[config.mk]
export PLATFORM = sky130hd
export DESIGN_NAME = ipow_ctrl
export DESIGN_NICKNAME = d
export VERILOG_FILES = /design/src/rtl/ipow_pkg.sv /design/src/rtl/ipow_ctrl.sv
export SDC_FILE = /design/constraint.sdc
export NUM_CORES = 1
export LEC_CHECK = 0
export BUFFER_PORTS_ARGS = -buffer_cell sky130_fd_sc_hd__buf_4
export CAP_MARGIN = 40
export CELL_PAD_IN_SITES_DETAIL_PLACEMENT = 1
export CELL_PAD_IN_SITES_GLOBAL_PLACEMENT = 2
export CORE_AREA = 5 5 42 44
export DETAILED_ROUTE_END_ITERATION = 7
export DIE_AREA = 0 0 47 49
export PLACE_DENSITY_LB_ADDON = 0.1
export SLEW_MARGIN = 20
export SYNTH_ARGS = -nofsm -noshare
export SYNTH_HDL_FRONTEND = slang
export SYNTH_SLANG_ARGS = --single-unit
[constraint.sdc]
create_clock -name clk -period 1.08 [get_ports clk]
set_input_delay 0.108 -clock clk [delete_from_list [all_inputs] [get_ports clk]]
set_output_delay 0.108 -clock clk [all_outputs]
set_load 0.1 [all_outputs]
[src/rtl/ipow_pkg.sv]
// Package for the integer power unit: exponent width, data width, and the
// command and status structs passed between the controller and the datapath.
// No dependencies.
package ipow_pkg;

    localparam int EXP_BITS = 31;
    localparam int DATA_W   = 64;
    localparam int HALF_W   = DATA_W / 2;
    localparam int EXP_IN_W = 31;

    typedef logic [DATA_W-1:0]   data_t;
    typedef logic [HALF_W-1:0]   half_t;
    typedef logic [EXP_BITS-1:0] exp_t;

    typedef struct packed {
        logic load;   // take a new base and exponent, start the result at one
        logic mult;   // form the 32-bit partial products into registers
        logic step;   // sum the partials, update result and base, shift exponent
        logic store;  // copy the finished result into the output register
    } ipow_cmd_t;

    typedef struct packed {
        logic exp_zero;  // no set exponent bits remain
    } ipow_status_t;

endpackage

[src/rtl/ipow_ctrl.sv]
// Controller of the integer power unit: sequences load, multiply and update
// steps and owns the input stall and the output valid register.
// Depends on ipow_pkg.
module ipow_ctrl (
    input  logic                     clk,
    input  logic                     rst_n,
    input  logic                     in_valid,
    output logic                     in_stall,
    output logic                     out_valid,
    input  logic                     out_stall,
    input  ipow_pkg::ipow_status_t   status,
    output ipow_pkg::ipow_cmd_t      cmd
);
    import ipow_pkg::*;

    localparam logic [1:0] S_IDLE = 2'd0;
    localparam logic [1:0] S_MULT = 2'd1;
    localparam logic [1:0] S_STEP = 2'd2;

    logic [1:0] state_reg;
    logic [1:0] state_next;
    logic       out_valid_reg;
    logic       out_valid_next;
    logic       slot_free;

    // The output register can take a new result when it is empty or being drained.
    assign slot_free = !out_valid_reg || !out_stall;

    always_comb
    begin
        state_next = state_reg;
        cmd        = '0;
        case (state_reg)
            S_IDLE:
            begin
                if (in_valid)
                begin
                    cmd.load   = 1'b1;
                    state_next = S_MULT;
                end
            end
            S_MULT:
            begin
                if (status.exp_zero)
                begin
                    if (slot_free)
                    begin
                        cmd.store  = 1'b1;
                        state_next = S_IDLE;
                    end
                end
                else
                begin
                    cmd.mult   = 1'b1;
                    state_next = S_STEP;
                end
            end
            S_STEP:
            begin
                cmd.step   = 1'b1;
                state_next = S_MULT;
            end
            default:
            begin
                state_next = S_IDLE;
            end
        endcase

        if (cmd.store)
        begin
            out_valid_next = 1'b1;
        end
        else if (!out_stall)
        begin
            out_valid_next = 1'b0;
        end
        else
        begin
            out_valid_next = out_valid_reg;
        end
    end

    always_ff @(posedge clk or negedge rst_n)
    begin
        if (!rst_n)
        begin
            state_reg     <= S_IDLE;
            out_valid_reg <= 1'b0;
        end
        else
        begin
            state_reg     <= state_next;
            out_valid_reg <= out_valid_next;
        end
    end

    assign in_stall  = (state_reg != S_IDLE);
    assign out_valid = out_valid_reg;

endmodule

* Word-level counts from Yosys, hierarchy flattened
Cells that the tools add are included. W data, S select, Z words.
Storage, ports and cells: bits in registers 3, input port bits 5, output and inout bits 6, logic and storage cells 27
Operators by class: equal/unequal tests 5, mux-type cells 14, reductions and logical operators 6
Operator list (number):
- $mux W1 | 10
- $mux W2 | 3
- $pmux W2 S3 | 1
- $ne A3 B3 Y1 const B | 1
- $eq A2 B1 Y1 const B | 1
- $eq A2 B2 Y1 const B | 1
- $logic_not A1 Y1 | 2
- $logic_not A2 Y1 | 1
- $ne A2 B1 Y1 const B | 1
- $ne A2 B2 Y1 const B | 1
- $reduce_and A2 Y1 | 1
- $reduce_bool A2 Y1 | 1
- $logic_or A1 B1 Y1 | 1

* Depth between registers and ports, before layout
word-level depth 6, depth in mapped cells 3, gate-level depth less buffers 2

* Least setup slack after synthesis
No wires, ideal clock.
kind reg-to-output, from register state_reg[0], to output cmd[2] (netlist bit), arrival 2.652 ns, required time 0.972 ns, slack -1.680 ns, stages on the path, launching flop included 2, path buffers 0, path through dfrtp_1 > nor3b_1
RTL lines:
- start: declaration | line ipow_ctrl.sv:20 | logic [1:0] state_reg;
- start signal: assignment | line ipow_ctrl.sv:92 | state_reg <= state_next;
- end: declaration | line ipow_ctrl.sv:12 | output ipow_pkg::ipow_cmd_t cmd

==> results.py <==
metrics = {
    "final_layout": {
        "fillers": 168,
        "final_cells": 50,
        "final_area_sq_um": 422.9,
        "num_antenna_cells": 0,
        "final_util": 0.3018,
        "syn2layout_area_growth_pct": 152.2,
        "largest_reg_flops": 2,
        "final_nets": 40,
        "final_layout_size_suffix_gt1_frac": 0.7059,
    },
    "yosys": {
        "avgSynthCellArea_sq_um": 10.48,
        "yosysUniqueCellTypes": 12,
        "synth_fp_nets": 21,
        "yosysSeqAreaShare": 0.4478,
        "ys_warn_count": 0,
        "ys_ff_latch": 3,
        "syn_area_sq_um": 167.7,
        "synth_top_area_frac": 0.4478,
        "synthCells": 16,
        "synth_area_leaders": "dfrtp_1 45%, nand3b_4 12%, nor3b_1 9.0%",
        "post-synth-top-area-cell": "dfrtp_1",
    },
    "placed_design": {
        "io_buffers": 10,
        "postPlaceCellArea_sq_um": 309.0,
        "placedCellCount": 45,
        "pre_cts_slack_ns": -0.04248,
        "routabilityCongestion": 0.6323,
        "dp_hpwl_um": 393.7,
    },
    "routing": {
        "dr.pass1.iters": 4,
        "vias": 174,
        "wl_per_cell_um": 9.440,
        "routed_wl_um": 472,
        "drt_iter0_markers": 5,
        "drc": 0,
        "drt-vias-per-instance": 3.480,
        "ant_nets": 0,
    },
    "pwr": {
        "power_leakage_uw": 0.0002002,
        "peakVddDrop_mv": 0.5575,
        "p_total_uw": 890.2,
        "p_per_area_nw_per_um2": 2105,
    },
    "timing": {
        "slew_headroom": 0.8646,
        "rsz0062_at_grt": "true",
        "clock_skew_ns": 0.0001781,
        "post-route-period-util": 1.196,
        "worst_slack_ns": -0.2116,
        "finalHoldViolCount": 0,
        "fin_crit_ns": 1.292,
        "worstMarginPinSlew_ns": 0.2036,
        "setup_viol": 5,
        "report.final.slew_viol_count": 0,
        "max_freq_mhz": 774.3,
    },
    "critical_path": {
        "path_class": "reg2out",
        "crit_fanout": 4,
        "r2r_cells": 3,
        "required_ns": 0.97,
        "critical_path_depth": 3,
        "crit_buf_inv": 2,
        "crit_start": "state_reg[1]",
        "crit_path_end_kind": "output pin",
        "critPathMaxStageDelay_ns": 0.39,
        "crit_family": "flip-flops",
        "reg2reg_slack_ns": 0.14,
        "cp.arrival_ns": 1.18,
        "setup.worst_path.start_class": "flip-flop",
        "reg2reg_from": "state_reg[1]",
        "worstPathCellList": "buf_4 > nor3b_4 > buf_12",
        "cp_slowest_cell": "dfrtp_1",
    },
    "run_status": {
        "status": "finished, violations left",
        "violations": "negative setup slack",
    },
    "clock_tree": {
        "clk_latency_ns": 0.23,
        "clk_pin_slew_ns": 0.04,
        "clock-sinks": 3,
        "cts.path.max_buffers": 2,
        "cts_root_buf": "clkbuf_4",
        "cts_tree": "yes",
        "htreeDepth": 1,
        "numCtsBuffers": 3,
    },
    "die": {
        "die_area_sq_um": 2303,
        "initial_core_util": 0.1196,
        "dieWidth_um": 47,
        "boundaryPins": 11,
        "core_sq_um": 1401,
        "die_h_um": 49,
        "rows": 14,
    },
    "grt": {
        "grt_pass1_wl_um": 772,
        "antenna_found_initial": 0,
        "gr-total-overflow": 0,
        "grt_max_degree": 6,
        "first_global_vias": 206,
        "track_usage": 0.04732,
    },
    "min_path": {
        "whs_path_depth": 2,
        "holdCritStartpoint": "status",
        "worstHoldPathType": "in2reg",
    },
    "flow_run": {
        "drv_cap": 0,
    },
}
## what timing repair did
action	in CTS	in global routing
setup buffers	0	0
setup endpoints to repair	5	6
hold endpoints to repair	3	0
gates resized for setup	15	3
pin swaps	0	1
cloned	0	0
hold buffers	1	0
## kinds of logic after synthesis
logic type	after synthesis	share of synthesized area
flops	3	0.4477
compound gates	2	0.06716
simple gates	9	0.4179
buf+inv	2	0.06716
## routing by layer
layer	share of wire	vias up	track usage
met5	0	-	0
met4	0	0	0.04147
met2	0.58	4	0.07014
met3	0.064	0	0.01476
met1	0.35	83	0.05100
li1	-	87	-
## cell usage in the layout, fill, tap and decap left out
cell type / count
buf_6: 2
nor3b_1: 1
inv_1: 1
nor3b_4: 1
nor2_4: 1
buf_4: 7
and2b_2: 1
dlygate4sd3_1: 1
clkbuf_1: 1
buf_12: 5
nor2_1: 1
o22ai_1: 1
a21oi_4: 1
clkbuf_4: 3
nand2_1: 2
nand3b_4: 1
or2_4: 1
dfrtp_4: 1
dfrtp_1: 2
## cell type report
| class | instances | area (sq um) | share of cell area |
|---|---|---|---|
| flip-flops and latches | 3 | 78.83 | 0.1864 |
| multi-input cells | 11 | 108.9 | 0.2574 |
| well taps | 16 | 20.02 | 0.04734 |
| clock buffers | 4 | 26.28 | 0.06213 |
| inverters | 1 | 3.754 | 0.008876 |
| repair buffers | 15 | 185.2 | 0.4379 |
## worst register-to-register path: stages (launching register included)
cell and delay [ns]:
dfrtp_1 0.39, nand3b_4 0.18, buf_4 0.14, o22ai_1 0.14
## final timing paths
path / endpoint
min reg2reg: state_reg[1]
max in group asynchronous: out_valid
min in group asynchronous: state_reg[1]
max: cmd[2]
max reg2reg: state_reg[0]
min: state_reg[1]
## cell usage after synthesis (all sizes together)
master,count
nor2,2
o22ai,1
and2b,1
dfrtp,3
inv,1
nor3b,2
buf,1
a21oi,1
nand2,2
or2,1
nand3b,1
## power by group
group	internal [uW]	switching [uW]	total (uW)
logic	205	337	542
registers	136	19.1	156
clock network	138	54.5	193
## per-stage QoR
stage          hold WS, ns  setup TNS [ns]
3_3_place_gp       -0.1011        -0.07798
5_1_grt             0.1080          -1.048
3_5_place_dp       -0.1002         -0.1006
6_report           0.09613         -0.8381
4_1_cts            0.09080         -0.9664
2_1_floorplan      -0.1876         -0.7186
(Power assumes the default switching activity.)
